--- config.mk ---
export PLATFORM = sky130hd
export DESIGN_NAME = mlpq_front
export DESIGN_NICKNAME = d
export VERILOG_FILES = /design/src/hw/rtl/mlpq_pkg.sv /design/src/hw/rtl/mlpq_front.sv
export SDC_FILE = /design/constraint.sdc
export NUM_CORES = 1
export LEC_CHECK = 0
export BUFFER_PORTS_ARGS = -buffer_cell sky130_fd_sc_hd__buf_2
export CORE_UTILIZATION = 31
export CTS_BUF_LIST = sky130_fd_sc_hd__clkbuf_4
export DETAILED_ROUTE_END_ITERATION = 6
export GPL_TIMING_DRIVEN = 0
export PLACE_DENSITY = 0.93
export REMOVE_ABC_BUFFERS = 1
export SYNTH_ARGS = -nofsm -noshare
export SYNTH_HDL_FRONTEND = slang
export SYNTH_SLANG_ARGS = --single-unit
export TNS_END_PERCENT = 10
--- constraint.sdc ---
create_clock -name clock -period 3.01 [get_ports clock]
set_clock_uncertainty 0.1 [all_clocks]
set_input_delay 0 -clock clock [delete_from_list [all_inputs] [get_ports clock]]
set_output_delay 0 -clock clock [all_outputs]
set_load 0.05 [all_outputs]
--- src/hw/rtl/mlpq_pkg.sv ---
// Shared types and constants for the multi-level priority FIFO.
// Used by every module of the block; depends on nothing.
`timescale 1ns / 1ps

package mlpq_pkg;

   // Sizing of the per-level rings
   localparam int LEVELS            = 8;
   localparam int ENTRIES_PER_LEVEL = 16;

   // Field widths at the ports
   localparam int MODE_W   = 2;
   localparam int PRIO_W   = 3;
   localparam int TAG_W    = 32;
   localparam int STATUS_W = 2;
   localparam int CFG_W    = 4;

   // Derived widths
   localparam int LEVEL_W  = (LEVELS > 1) ? $clog2(LEVELS) : 1;
   localparam int SLOT_W   = $clog2(ENTRIES_PER_LEVEL);
   localparam int COUNT_W  = $clog2(ENTRIES_PER_LEVEL + 1);
   localparam int ADDR_W   = LEVEL_W + SLOT_W;
   localparam int MEM_DEPTH = LEVELS * ENTRIES_PER_LEVEL;
   localparam int LIM_W    = (LEVEL_W + 1 > CFG_W) ? LEVEL_W + 1 : CFG_W;

   // Command queue between front and back
   localparam int CMDQ_DEPTH = 2;
   localparam int CMDQ_PTR_W = 1;
   localparam int CMDQ_CNT_W = 2;

   // Input mode codes
   localparam logic [MODE_W-1:0] MODE_PUSH    = 2'd0;
   localparam logic [MODE_W-1:0] MODE_POP     = 2'd1;
   localparam logic [MODE_W-1:0] MODE_POP_ANY = 2'd2;

   // Result status codes
   localparam logic [STATUS_W-1:0] STATUS_OK        = 2'd0;
   localparam logic [STATUS_W-1:0] STATUS_BAD_LEVEL = 2'd1;
   localparam logic [STATUS_W-1:0] STATUS_EMPTY     = 2'd2;
   localparam logic [STATUS_W-1:0] STATUS_FULL      = 2'd3;

   // Reset value of the active level count
   localparam logic [CFG_W-1:0] ACTIVE_LEVELS_RESET = 4'd8;

   // Decoded operation handed from front to back
   typedef enum logic [1:0] {
      OP_PUSH,
      OP_POP,
      OP_POP_ANY,
      OP_REJECT
   } op_type;

   typedef struct packed {
      op_type              op;
      logic [PRIO_W-1:0]   prio;
      logic [TAG_W-1:0]    tag;
      logic [LEVELS-1:0]   active_mask;
   } cmd_type;

endpackage

--- src/hw/rtl/mlpq_front.sv ---
// Front end: holds the active level register, accepts requests and
// classifies them into commands. Depends on mlpq_pkg.
`timescale 1ns / 1ps

module mlpq_front import mlpq_pkg::*; (
   input  logic              clock,
   input  logic              reset,
   input  logic              csr_wr_en,
   input  logic [CFG_W-1:0]  csr_wr_data,
   input  logic              req_valid,
   output logic              req_ready,
   input  logic [MODE_W-1:0] req_mode,
   input  logic [PRIO_W-1:0] req_priority_req,
   input  logic [TAG_W-1:0]  req_element,
   input  logic              q_full,
   output logic              q_push,
   output cmd_type           q_cmd
);

   logic [CFG_W-1:0] active_levels_ff;
   logic [LIM_W-1:0] limit;
   logic             prio_ok;

   // Active level count register
   always_ff @(posedge clock) begin
      if (reset) begin
         active_levels_ff <= ACTIVE_LEVELS_RESET;
      end else if (csr_wr_en) begin
         active_levels_ff <= csr_wr_data;
      end
   end

   // Effective level count, clamped to the number of rings
   always_comb begin
      if (LIM_W'(active_levels_ff) > LIM_W'(LEVELS)) begin
         limit = LIM_W'(LEVELS);
      end else begin
         limit = LIM_W'(active_levels_ff);
      end
   end

   assign prio_ok = LIM_W'(req_priority_req) < limit;

   // Classify the request
   always_comb begin
      q_cmd.prio = req_priority_req;
      q_cmd.tag  = req_element;
      for (int i = 0; i < LEVELS; i++) begin
         q_cmd.active_mask[i] = LIM_W'(i) < limit;
      end
      unique case (req_mode)
         MODE_PUSH: begin
            q_cmd.op = prio_ok ? OP_PUSH : OP_REJECT;
         end
         MODE_POP: begin
            q_cmd.op = prio_ok ? OP_POP : OP_REJECT;
         end
         MODE_POP_ANY: begin
            q_cmd.op = OP_POP_ANY;
         end
         default: begin
            // unused mode reports a bad level on level zero
            q_cmd.op   = OP_REJECT;
            q_cmd.prio = '0;
         end
      endcase
   end

   assign req_ready = !q_full;
   assign q_push    = req_valid;

endmodule

==> results.md <==
- Initial antenna violation count: 0
- Core box area: 0.00173 sq mm
- Synthesized flop and latch total: 4
- Post-DP HPWL: 2.10 mm
- Yosys top cell area share: 43.8%
- Power Total: 0.362 mW
- Final worst path period share: 64.8%
- Setup crit start: active_levels_ff[3]
- WL final: 2.86 mm
- CP endpoint: q_cmd[44]
- CTS tree: built
- Lkg Pwr: 0.409 nW
- Routed WL per cell: 22.2 um
- Final Net Count: 154
- Clock share of power: 19.4%
- Clk slew on worst S/H paths: 40 ps
- PwrDens: 410 mW/mm^2
- Area leader, netlist: buf_4
- Worst r2r src: active_levels_ff[3]
- Worst min-delay path class: in2reg
- Root Buffer: clkbuf_4
- Power Internal: 0.165 mW
- EDFF count, synth: 0
- Achievable Freq: 512 MHz
- Status: finished clean
- Critical Setup Path Class: reg2out
- Crit path required time: 2910 ps
- Ys async rst share: 0%
- Largest net degree at the start of global routing: 12
- CP max FO: 11
- Dpl cells: 86
- Clk_lat worst skew: 240 ps
- Netlist cell types: 23
- ANT nets after route: 0
- Synthesized area: 566 sq um
- FF-to-FF setup slack: 1460 ps
- Via/cell ratio: 4.76
- Synth area leaders: buf_4 (44%), dfxtp_1 (14%), mux2i_1 (5.3%)
- Largest Register: active_levels_ff
- Fraction of layout cells with a size suffix above 1: 30.8%
- Capturing point of the worst reg2reg path: active_levels_ff[3]
- Total grt overflow: 0
- R2R depth: 3
- Psw: 0.197 mW
- Final setup TNS: 0 ps
- Routability cong.: 0.785
- Endpoints failing setup: 0
- Vias: 614
- Synth Flop Type: dfxtp_1
- Final std cells w/o fill: 129
- Remaining DRCs: 0
- Final hold vios: 0
- Sequential area share after synthesis: 14.2%
- Height of the chip: 44.7 um
- Area grow syn2layout: 56.0%
- Port-buffer cells: 26
- GRT Overall Usage: 29.0%
- Relative slew slack: 61.1%
- Clk sinks: 4
- Peak supply drop: 211 uV
- Number of global-route vias before repair: 617
- Filler cells: 173
- Max FFs per register: 4
- DRT iter0 DRCs: 14
- Slew Limit Fails: 0
- IO Count: 93
- Gate power share: 63.2%
- N_diodes: 0
- Crit. End Element: output port
- Maximum Capacitance Violations: 0
- CTS Buffer Depth: 2
- Register share of total power: 17.4%
- Worst-Margin Slew: 582 ps
- Postcts setup bufs: 0
- Die Area: 0.00200 sq mm
- Site row count: 15
- CP startpoint kind: register
- Htree depth: 1
- Syn Area/Cell: 7.97 sq um
- Hold slack: 11.6 ps
- # resized after CTS: 0
- Switching Share: 54.4%
- Chip width: 44.7 um
- Gate Count Post-Synth: 71
- Total CTS buffers: 3
- First-pass GRT wire length: 3.82 mm
- RSZ-0062 raised after global routing: false
- Fin crit period: 1950 ps
- Initial core utilization: 32.8%
- Yosys warnings: 0
- Regs by FF count: active_levels_ff x4
- First-pass DRT Iterations: 4
- CP Data Arrival Time: 1850 ps
[synthesized netlist by cell type (2+ instances only)]
cell type and number:
a21o_1 3, and2_1 3, buf_4 33, dfxtp_1 4, ha_1 2, inv_1 2
mux2i_1 3, nand2b_1 4, nor2_1 3
[repair_timing]
action,CTS,global route
hold buffers,40,0
setup endpoints to repair,0,0
hold endpoints to repair,37,0
[cell type report]
class	count	area [sq um]	area share, %
Timing Repair Buffer	66	531	60.1
Tap cell	25	31.3	3.55
Sequential cell	4	80.1	9.08
Clock buffer	3	22.5	2.55
Inverter	2	7.51	0.851
Multi-Input combinational cell	29	210	23.8
[per-layer routing]
layer | global-route usage [%] | vias up | share of wire [%]
li1 | - | 261 | -
met1 | 35.5 | 297 | 40
met2 | 45.9 | 48 | 45
met3 | 11.6 | 8 | 11
met4 | 10.9 | 0 | 3.5
met5 | 0 | - | 0
[per-stage QoR]
step / instance area, sq um / util (%) / setup slack [ps]
5_1_grt: 882 / 51.1 / 953
2_1_floorplan: 298 / - / 536
3_3_place_gp: 459 / 26.6 / 1420
4_1_cts: 882 / 51.1 / 1070
3_5_place_dp: 459 / 26.6 / 1350
6_report: 882 / 51.1 / 1060
[critical path: stages, from the launching register on]
cell and delay [ps]:
dfxtp_1 500, nand2b_1 160, ha_1 240, a21o_1 190, a31oi_1 210, o21bai_1 90
buf_2 220
[logic make-up (layout without fill, tap and decap cells)]
family	after synthesis	in the layout	share of synthesized area (%)
adders and majority gates	2	2	4.42
DFF	4	4	14.2
muxes	3	3	5.31
and+or+nand+nor	15	15	15.7
buffers and inverters	38	71	48.7
AOI/OAI and AO/OA	9	9	11.7
[how the worst min path moves through the flow]
stage                         startpoint                  end  slack, ps  cells past startpoint
after floorplan           req_element[2]            q_cmd[10]       -100                      0
after global placement    req_element[0]             q_cmd[8]       -100                      0
after detailed placement  req_element[0]             q_cmd[8]       -100                      0
after CTS                      csr_wr_en  active_levels_ff[2]          5                      3
after global routing           csr_wr_en  active_levels_ff[2]         30                      3
final                          csr_wr_en  active_levels_ff[2]         10                      3
[power groups by stage]
stage | clock (mW) | combinational, mW | sequential (mW)
after floorplan | 0 | 0.0636 | 0.0651
after global placement | 0 | 0.0894 | 0.0631
after detailed placement | 0 | 0.0912 | 0.0635
after CTS | 0.0736 | 0.225 | 0.0627
after global routing | 0.0744 | 0.234 | 0.0638
final | 0.0702 | 0.229 | 0.0629
[placed cells by master, fill, tap and decap left out]
| cell | netlist | layout |
|---|---|---|
| a211o_1 | 1 | 1 |
| a21o_1 | 3 | 3 |
| a31o_2 | 1 | 1 |
| a31oi_1 | 1 | 1 |
| and2_1 | 3 | 3 |
| buf_2 | 1 | 26 |
| clkbuf_4 | 0 | 3 |
| dfxtp_1 | 4 | 4 |
| dlygate4sd3_1 | 0 | 40 |
| ha_1 | 2 | 2 |
| inv_1 | 2 | 2 |
| mux2i_1 | 3 | 3 |
| nand2_1 | 1 | 1 |
| nand2b_1 | 4 | 4 |
| nor2_1 | 3 | 3 |
| nor2b_1 | 1 | 1 |
| o21ai_0 | 1 | 1 |
| o21bai_1 | 1 | 1 |
| o31ai_1 | 1 | 1 |
| or2_1 | 1 | 1 |
| or2_2 | 1 | 1 |
| or3_4 | 1 | 1 |
Note: power is estimated with default switching activity, not from simulation.
