==> src/hw/rtl/mlpq_pkg.sv <==
// Shared types and constants for the multi-level priority FIFO.
// Used by every module of the block; depends on nothing.
`timescale 1ns / 1ps

package mlpq_pkg;

   // Sizing of the per-level rings
   localparam int LEVELS            = 8;
   localparam int ENTRIES_PER_LEVEL = 16;

   // Field widths at the ports
   localparam int MODE_W   = 2;
   localparam int PRIO_W   = 3;
   localparam int TAG_W    = 32;
   localparam int STATUS_W = 2;
   localparam int CFG_W    = 4;

   // Derived widths
   localparam int LEVEL_W  = (LEVELS > 1) ? $clog2(LEVELS) : 1;
   localparam int SLOT_W   = $clog2(ENTRIES_PER_LEVEL);
   localparam int COUNT_W  = $clog2(ENTRIES_PER_LEVEL + 1);
   localparam int ADDR_W   = LEVEL_W + SLOT_W;
   localparam int MEM_DEPTH = LEVELS * ENTRIES_PER_LEVEL;
   localparam int LIM_W    = (LEVEL_W + 1 > CFG_W) ? LEVEL_W + 1 : CFG_W;

   // Command queue between front and back
   localparam int CMDQ_DEPTH = 2;
   localparam int CMDQ_PTR_W = 1;
   localparam int CMDQ_CNT_W = 2;

   // Input mode codes
   localparam logic [MODE_W-1:0] MODE_PUSH    = 2'd0;
   localparam logic [MODE_W-1:0] MODE_POP     = 2'd1;
   localparam logic [MODE_W-1:0] MODE_POP_ANY = 2'd2;

   // Result status codes
   localparam logic [STATUS_W-1:0] STATUS_OK        = 2'd0;
   localparam logic [STATUS_W-1:0] STATUS_BAD_LEVEL = 2'd1;
   localparam logic [STATUS_W-1:0] STATUS_EMPTY     = 2'd2;
   localparam logic [STATUS_W-1:0] STATUS_FULL      = 2'd3;

   // Reset value of the active level count
   localparam logic [CFG_W-1:0] ACTIVE_LEVELS_RESET = 4'd8;

   // Decoded operation handed from front to back
   typedef enum logic [1:0] {
      OP_PUSH,
      OP_POP,
      OP_POP_ANY,
      OP_REJECT
   } op_type;

   typedef struct packed {
      op_type              op;
      logic [PRIO_W-1:0]   prio;
      logic [TAG_W-1:0]    tag;
      logic [LEVELS-1:0]   active_mask;
   } cmd_type;

endpackage

==> src/hw/rtl/mlpq_cmd_queue.sv <==
// Short command queue between the front end and the back end.
// Depends on mlpq_pkg.
`timescale 1ns / 1ps

module mlpq_cmd_queue import mlpq_pkg::*; (
   input  logic    clock,
   input  logic    reset,
   input  logic    push,
   input  cmd_type push_cmd,
   output logic    full,
   input  logic    pop,
   output logic    pop_valid,
   output cmd_type pop_cmd
);

   cmd_type               slot_ff [CMDQ_DEPTH];
   logic [CMDQ_PTR_W-1:0] wr_ptr_ff, wr_ptr_in;
   logic [CMDQ_PTR_W-1:0] rd_ptr_ff, rd_ptr_in;
   logic [CMDQ_CNT_W-1:0] count_ff, count_in;
   logic                  do_push, do_pop;

   assign full      = count_ff == CMDQ_CNT_W'(CMDQ_DEPTH);
   assign pop_valid = count_ff != '0;
   assign pop_cmd   = slot_ff[rd_ptr_ff];
   assign do_push   = push && !full;
   assign do_pop    = pop && pop_valid;

   // Pointer and count update
   always_comb begin
      wr_ptr_in = wr_ptr_ff;
      rd_ptr_in = rd_ptr_ff;
      count_in  = count_ff;
      if (do_push) begin
         wr_ptr_in = (wr_ptr_ff == CMDQ_PTR_W'(CMDQ_DEPTH - 1)) ? '0 : wr_ptr_ff + 1'b1;
      end
      if (do_pop) begin
         rd_ptr_in = (rd_ptr_ff == CMDQ_PTR_W'(CMDQ_DEPTH - 1)) ? '0 : rd_ptr_ff + 1'b1;
      end
      if (do_push && !do_pop) begin
         count_in = count_ff + 1'b1;
      end else if (do_pop && !do_push) begin
         count_in = count_ff - 1'b1;
      end
   end

   always_ff @(posedge clock) begin
      if (reset) begin
         wr_ptr_ff <= '0;
         rd_ptr_ff <= '0;
         count_ff  <= '0;
      end else begin
         wr_ptr_ff <= wr_ptr_in;
         rd_ptr_ff <= rd_ptr_in;
         count_ff  <= count_in;
      end
   end

   // Payload slots, no reset
   always_ff @(posedge clock) begin
      if (do_push) begin
         slot_ff[wr_ptr_ff] <= push_cmd;
      end
   end

endmodule

==> config.mk <==
export PLATFORM = sky130hd
export DESIGN_NAME = mlpq_cmd_queue
export DESIGN_NICKNAME = d
export VERILOG_FILES = /design/src/hw/rtl/mlpq_pkg.sv /design/src/hw/rtl/mlpq_cmd_queue.sv
export SDC_FILE = /design/constraint.sdc
export NUM_CORES = 1
export LEC_CHECK = 0
export BUFFER_PORTS_ARGS = -buffer_cell sky130_fd_sc_hd__buf_4
export CAP_MARGIN = 20
export CORE_AREA = 2 2 84 86
export CTS_CLUSTER_DIAMETER = 100
export CTS_CLUSTER_SIZE = 28
export DETAILED_ROUTE_END_ITERATION = 10
export DIE_AREA = 0 0 86 88
export HOLD_SLACK_MARGIN = 0.1
export PLACE_DENSITY = 0.8
export SLEW_MARGIN = 20
export SYNTH_ARGS = -nofsm -noshare
export SYNTH_HDL_FRONTEND = slang
export SYNTH_SLANG_ARGS = --single-unit
==> constraint.sdc <==
create_clock -name clock -period 3.2 [get_ports clock]
set_input_delay 0.32 -clock clock [delete_from_list [all_inputs] [get_ports clock]]
set_output_delay 0.32 -clock clock [all_outputs]
set_load 0.01 [all_outputs]
==> impl_results.md, run 1 <==
* Status: complete, no violations
* Die H at slightly below 90 um
* Leading area contributor after synthesis: edfxtp_1
* Area delta synth->final at 29.0%
* Fin Clk Skew at ~0.0064 ns
* Die Wd at about 86 um
* Crit end category: output pin
* Vias/cell at 4.94
* Resize count post-CTS at 0
* Clock Root Buffer: clkbuf_8
* Post-Syn Nets at 215
* Final setup TNS at 0 ns
* Clock buffer depth at 2
* Period utilization at 71.3%
* WP data required at 2.88 ns
* DRT Pass-1 Iters at 4
* Min-delay worst type: input pin to register
* N_diodes at 0
* Synth Area per Inst at between 20 and 25 um^2
* Synthesis Warnings at 0
* Largest fanout on the critical path at 24
* Detailed Route WL at 5.52 mm
* Average wire per standard cell at about 16 um
* Initial DRC count at 73
* Synthesized instance count at 165
* Antenna-violating nets left at 0
* Yosys reg bits at 95
* Vias at 1748
* Htree depth at 3
* Seq/Total Area, Yosys at 80.9%
* Global route overflow at 0
* First-pass GRT wire length at around 8.6 mm
* Final Hold Fails at 0
* Clk_lat worst skew at 0.34 ns
* IO Pins at 96
* WP data arrival at 1.96 ns
* Setup Buffers After CTS at 0
* Initial core utilization at a little over half
* Port bufs at 95
* FMAX at 0.438 GHz
* Mapped Area at 3460 um^2
* HPWL Detailed at between 3 and 4 mm
* Number of global-route vias before repair at about 1900
* CP startpoint kind: register
* Min Tclk post-route at 2.28 ns
* Core area at around 6600 um^2
* GP Congestion at 0.780
* CTS tree: done
* Worst-path clk slew at 0.08 ns
* DRC errors left at 0
* Measured slew at the worst slew-check pin at roughly 0.94 ns
* Leakage power total at 1.68 nW
* Initial antenna violation count at 0
* Post-CTS Hold Fix Bufs at 0
* Final nets at 319
* MaxCap Viol Count at 0
* Largest net degree at the start of global routing at 46
* Worst vdd ir at 0.435 mV
* Ranking of synthesized cells by area: edfxtp_1 78%, mux2_2 15%, dfxtp_1 2.9%
* Fin util at 67.3%
* Die ar. at 7570 um^2
* Unrepaired setup endpoints after global routing: false
* Synth unique cells at 15
* Global Route Usage Sum at 15.4%
* Sink Count at 95
* Share of cells above drive strength 1 at 59.5%
* Slew HR at 37.3%
* Num CTS Buffers at 9
* Kind of critical path: register to output pin
* Pwr dens at 743 nW/um^2
* Endpoints failing setup at 0
* Row Count at 30
* Yosys top cell area share at 78.0%
* Slew Limit Fails at 0
-- cells in the final DEF (no fill, tap or decap) --
master / n
a21oi_1: 2
and2_2: 1
buf_12: 1
buf_4: 97
bufinv_16: 1
clkbuf_1: 1
clkbuf_8: 9
clkinv_2: 3
clkinv_4: 1
clkinvlp_4: 1
dfxtp_1: 4
dfxtp_2: 1
edfxtp_1: 90
ha_1: 1
inv_1: 1
inv_2: 1
mux2_2: 45
nor2_1: 4
nor2b_2: 1
o21ai_0: 3
or2_2: 1
or3_1: 2
xor2_1: 3
-- per-stage QoR --
stage	worst slack [ns]	power (mW)	std cells	instance area (um^2)	hold WS (ns)
2_1_floorplan	1.09	2.19	165	3460	0.389
3_3_place_gp	1.26	2.61	338	4280	0.471
3_5_place_dp	1.20	2.63	338	4280	0.477
4_1_cts	0.852	3.36	354	4470	0.137
5_1_grt	0.786	3.50	354	4470	0.130
6_report	0.918	3.32	354	4470	0.155
-- critical path, cell delays in order (launching register included) --
cell	delay (ns)
dfxtp_2	0.68
buf_4	0.39
mux2_2	0.38
buf_4	0.15
-- registers in the layout, summed over array words and instances, names as in the netlist, named ones only --
| signal | count |
|---|---|
| wr_ptr_ff | 1 |
| rd_ptr_ff | 1 |
| count_ff | 2 |
| slot_ff | 90 |
-- metal layers --
layer  wire length (um)  vias to the layer above  GRT usage (%)
met5                  0                        -              0
met4                 78                        0           7.79
met3                513                        8           5.56
met2               2680                       73           26.2
met1               2250                      821           17.2
li1                   -                      846              -
-- kinds of logic (layout without fill, tap and decap cells) --
kind of cell               Yosys count  in the layout  synth area share, %
AOI/OAI and AO/OA                    5              5                0.722
xor gates and xnor gates             3              3                0.759
adders and majority gates            1              1                0.361
buffers and inverters                7            116                 1.23
DFF                                 95             95                 80.9
muxes                               45             45                 14.6
and+or+nand+nor                      9              9                 1.41
-- cells in the mapped netlist, drive strengths merged --
master,number
buf,5
a21oi,2
ha,1
dfxtp,5
xor2,3
nor2,4
and2,1
inv,2
o21ai,3
or3,2
or2,1
edfxtp,90
nor2b,1
mux2,45
-- power breakdown --
group	internal (mW)	switching (mW)	total [mW]	leakage (nW)
Clock	0.359	0.379	0.737	0.0960
Combinational	0.516	0.421	0.937	0.701
Sequential	1.56	0.0829	1.65	0.882
-- path summary, 6_finish.rpt --
check                            from                  endpoint  slack [ns]  depth (start not counted)
min                      push_cmd[19]  slot_ff[0][19]$_DFFE_PP_        0.15                          1
min reg2reg    wr_ptr_ff$_SDFFE_PP0N_    wr_ptr_ff$_SDFFE_PP0N_        0.49                          2
max reg2reg  count_ff[0]$_SDFFE_PP0P_  slot_ff[0][28]$_DFFE_PP_        1.23                          3
max                          register               pop_cmd[40]        0.92                          3
-- layout make-up --
type	instances	area, um^2
Tap cell	80	100
Clock inverter	6	61.3
Sequential cell	95	2800
Fill cell	468	2170
Clock buffer	10	128
Timing Repair Buffer	98	748
Multi-Input combinational cell	63	621
Inverter	2	7.51
Note: power is estimated with default switching activity, not from simulation.
==> run 2, diff against run 1 <==
--- a/config.mk
+++ b/config.mk
@@ -7,13 +7,13 @@
 export LEC_CHECK = 0
 export BUFFER_PORTS_ARGS = -buffer_cell sky130_fd_sc_hd__buf_4
 export CAP_MARGIN = 20
-export CORE_AREA = 2 2 84 86
+export CORE_AREA = 2 2 90 92
 export CTS_CLUSTER_DIAMETER = 100
 export CTS_CLUSTER_SIZE = 28
 export DETAILED_ROUTE_END_ITERATION = 10
-export DIE_AREA = 0 0 86 88
+export DIE_AREA = 0 0 92 94
 export HOLD_SLACK_MARGIN = 0.1
-export PLACE_DENSITY = 0.8
+export PLACE_DENSITY = 0.73
 export SLEW_MARGIN = 20
 export SYNTH_ARGS = -nofsm -noshare
 export SYNTH_HDL_FRONTEND = slang
==> constraint.sdc (replaced) <==
create_clock -name clock -period 2 [get_ports clock]
set_input_delay 0.2 -clock clock [delete_from_list [all_inputs] [get_ports clock]]
set_output_delay 0.2 -clock clock [all_outputs]
set_load 0.01 [all_outputs]
==> impl_results.md, run 2 (same netlist as run 1, synthesis figures left out) <==
* Die ar. at 8650 um^2 (was 7570 um^2)
* Detailed Route WL at 6.41 mm (was 5.52 mm)
* N_diodes at 0 (unchanged)
* Commonest non-fill, non-tap cell in the layout: buf_4 (unchanged)
* Gate power share at 31.7% (was 28.2%)
* Sw Pwr at 1.46 mW (was 0.883 mW)
* Initial core utilization at 45.5% (was 52.1%)
* Initial DRC count at 49 (was 73)
* Top flop regs: slot_ff (90), count_ff (2) (unchanged)
* Num CTS Buffers at 9 (unchanged)
* Final std cells w/o fill at 423 (was 354)
* Area delta synth->final at 43.2% (was 29.0%)
* Placed Instances at 362 (was 338)
* Final nets at 367 (was 319)
* Vias/cell at 4.69 (was 4.94)
* Fill count at 552 (was 468)
* Measured slew at the worst slew-check pin at 0.349 ns (was 0.940 ns)
* Clock buffer depth at 2 (unchanged)
* Clock Root Buffer: clkbuf_8 (unchanged)
* Number of global-route vias before repair at 2061 (was 1907)
* Die H at 94 um (was 88 um)
* Register area at 2800 um^2 (unchanged)
* Status: complete, no violations (unchanged)
* Worst vdd ir at 0.622 mV (was 0.435 mV)
* Min Tclk post-route at 1.74 ns
* Slew Limit Fails at 0 (unchanged)
* Sw frac at 27.5% (was 26.6%)
* Leakage power total at 1.86 nW (was 1.68 nW)
* GP Congestion at 0.691 (was 0.780)
* Sink Count at 95 (unchanged)
* Worst-path clk slew at 0.08 ns (about the same)
* Resize count post-CTS at 0 (unchanged)
* Vias at 1984 (was 1748)
* Crit end category: output pin (unchanged)
* Fin Clk Skew at 0.00685 ns (was 0.00641 ns)
* Final setup TNS at 0 ns (unchanged)
* Average wire per standard cell at 15.1 um (was 15.6 um)
* HPWL Detailed at 3.86 mm (was 3.72 mm)
* Htree depth at 3 (unchanged)
* Pwr Total at 5.31 mW (was 3.32 mW)
* Clk_lat worst skew at 0.34 ns (about the same)
* Initial antenna violation count at 0 (unchanged)
* Largest register FFs at 90 (unchanged)
* Multi-input logic area at 621 um^2 (unchanged)
* Largest register by flop count: slot_ff (unchanged)
* CTS tree: done (unchanged)
* Pint at 3.85 mW (was 2.44 mW)
* Min-delay worst type: input pin to register (unchanged)
* Period utilization at 86.9%
* Clk pwr share at 19.8% (was 22.2%)
* Global Route Usage Sum at 15.1% (was 15.4%)
* Largest net degree at the start of global routing at 46 (unchanged)
* Antenna-violating nets left at 0 (unchanged)
* MaxCap Viol Count at 0 (unchanged)
* Post-place setup slack at 0.388 ns (was 1.20 ns)
* Global route overflow at 0 (unchanged)
* Fin util at 65.2% (was 67.3%)
* Endpoints failing setup at 0 (unchanged)
* Port bufs at 95 (unchanged)
* Setup Buffers After CTS at 0 (unchanged)
* Unrepaired setup endpoints after global routing: false (unchanged)
* Seq pwr share at 48.5% (was 49.6%)
* Pwr dens at 1070 nW/um^2 (was 743 nW/um^2)
* FMAX at 0.575 GHz
* Reg2Reg Depth at 4 (was 3)
* CP startpoint kind: register (unchanged)
* Final Hold Fails at 0 (unchanged)
* Largest fanout on the critical path at 24 (unchanged)
* WP data required at 1.80 ns (was 2.88 ns)
* WP data arrival at 1.54 ns (was 1.96 ns)
* Row Count at 32 (was 30)
* Kind of critical path: register to output pin (unchanged)
* Share of cells above drive strength 1 at 50.8% (was 59.5%)
* DRC errors left at 0 (unchanged)
* DRT Pass-1 Iters at 4 (unchanged)
* Core area at 7610 um^2 (was 6640 um^2)
* Hold Crit Depth at 4 (was 1)
* Final WS setup at 0.262 ns (was 0.918 ns)
* Most frequent cells in the layout: 98 x buf_4, 90 x edfxtp_1, 46 x dlygate4sd3_1, 45 x mux2_2, 9 x clkbuf_8 (was 97 x buf_4, 90 x edfxtp_1, 45 x mux2_2, 9 x clkbuf_8)
* Die Wd at 92 um (was 86 um)
* Slew HR at 76.7% (was 37.3%)
* First-pass GRT wire length at 9.77 mm (was 8.64 mm)
* IO Pins at 96 (unchanged)
==> run 2: cell types whose count changed in the layout (fill, tap and decap cells not counted) <==
| cell | before | now |
|---|---|---|
| dlygate4sd3_1 | 0 | 46 |
| bufinv_16 | 1 | 0 |
| clkinv_2 | 3 | 0 |
| buf_12 | 1 | 2 |
| clkinv_1 | 0 | 2 |
| clkinvlp_4 | 1 | 4 |
| buf_4 | 97 | 98 |
| clkbuf_1 | 1 | 0 |
| inv_2 | 1 | 0 |
==> run 2: through the flow <==
step | hold WS, ns | cell area [um^2]
2_1_floorplan | 0.269 | 3470
3_3_place_gp | 0.385 | 4340
3_5_place_dp | 0.388 | 4340
4_1_cts | 0.235 | 4960
5_1_grt | 0.282 | 4960
6_report | 0.249 | 4960
==> run 2: final timing paths <==
path	start	to	slack [ns]
worst max-delay path	register	pop_cmd[16]	0.26
worst min-delay path	push	wr_ptr_ff$_SDFFE_PP0N_	0.25
worst min register to register	wr_ptr_ff$_SDFFE_PP0N_	wr_ptr_ff$_SDFFE_PP0N_	0.49
worst max register to register	count_ff[1]$_SDFFE_PP0P_	slot_ff[0][11]$_DFFE_PP_	0.39
==> run 2: area by class of cell <==
class | count | area share (%)
clock buffers | 9 | 2.50
inverters | 2 | 0.227
well taps | 102 | 2.57
repair buffers | 146 | 24.9
clock inverters | 6 | 0.782
flip-flops and latches | 95 | 56.5
multi-input cells | 63 | 12.5
==> run 2: worst max-delay path, stage by stage, from the launching register on <==
cell and delay (ns):
dfxtp_2 0.33, buf_4 0.32, mux2_2 0.39, buf_4 0.15
==> run 2: routing by layer <==
metal | up-vias | global-route usage, % | wire (um)
li1 | 942 | - | -
met1 | 976 | 16.7 | 2560
met2 | 59 | 28.5 | 3480
met3 | 7 | 3.13 | 286
met4 | 0 | 5.97 | 72
met5 | - | 0 | 0
==> run 2: power by group through the flow <==
stage	Sequential, mW	Clock, mW	Combinational [mW]
after floorplan	2.60	0	0.905
after global placement	2.60	0	1.61
after detailed placement	2.62	0	1.63
after CTS	2.58	1.09	1.71
after global routing	2.60	1.15	1.81
final	2.58	1.05	1.68
==> run 2: repair_timing <==
action                                 CTS  global route
endpoints found under the hold margin   95             0
setup endpoints to repair                0             0
hold buffers                            46             0
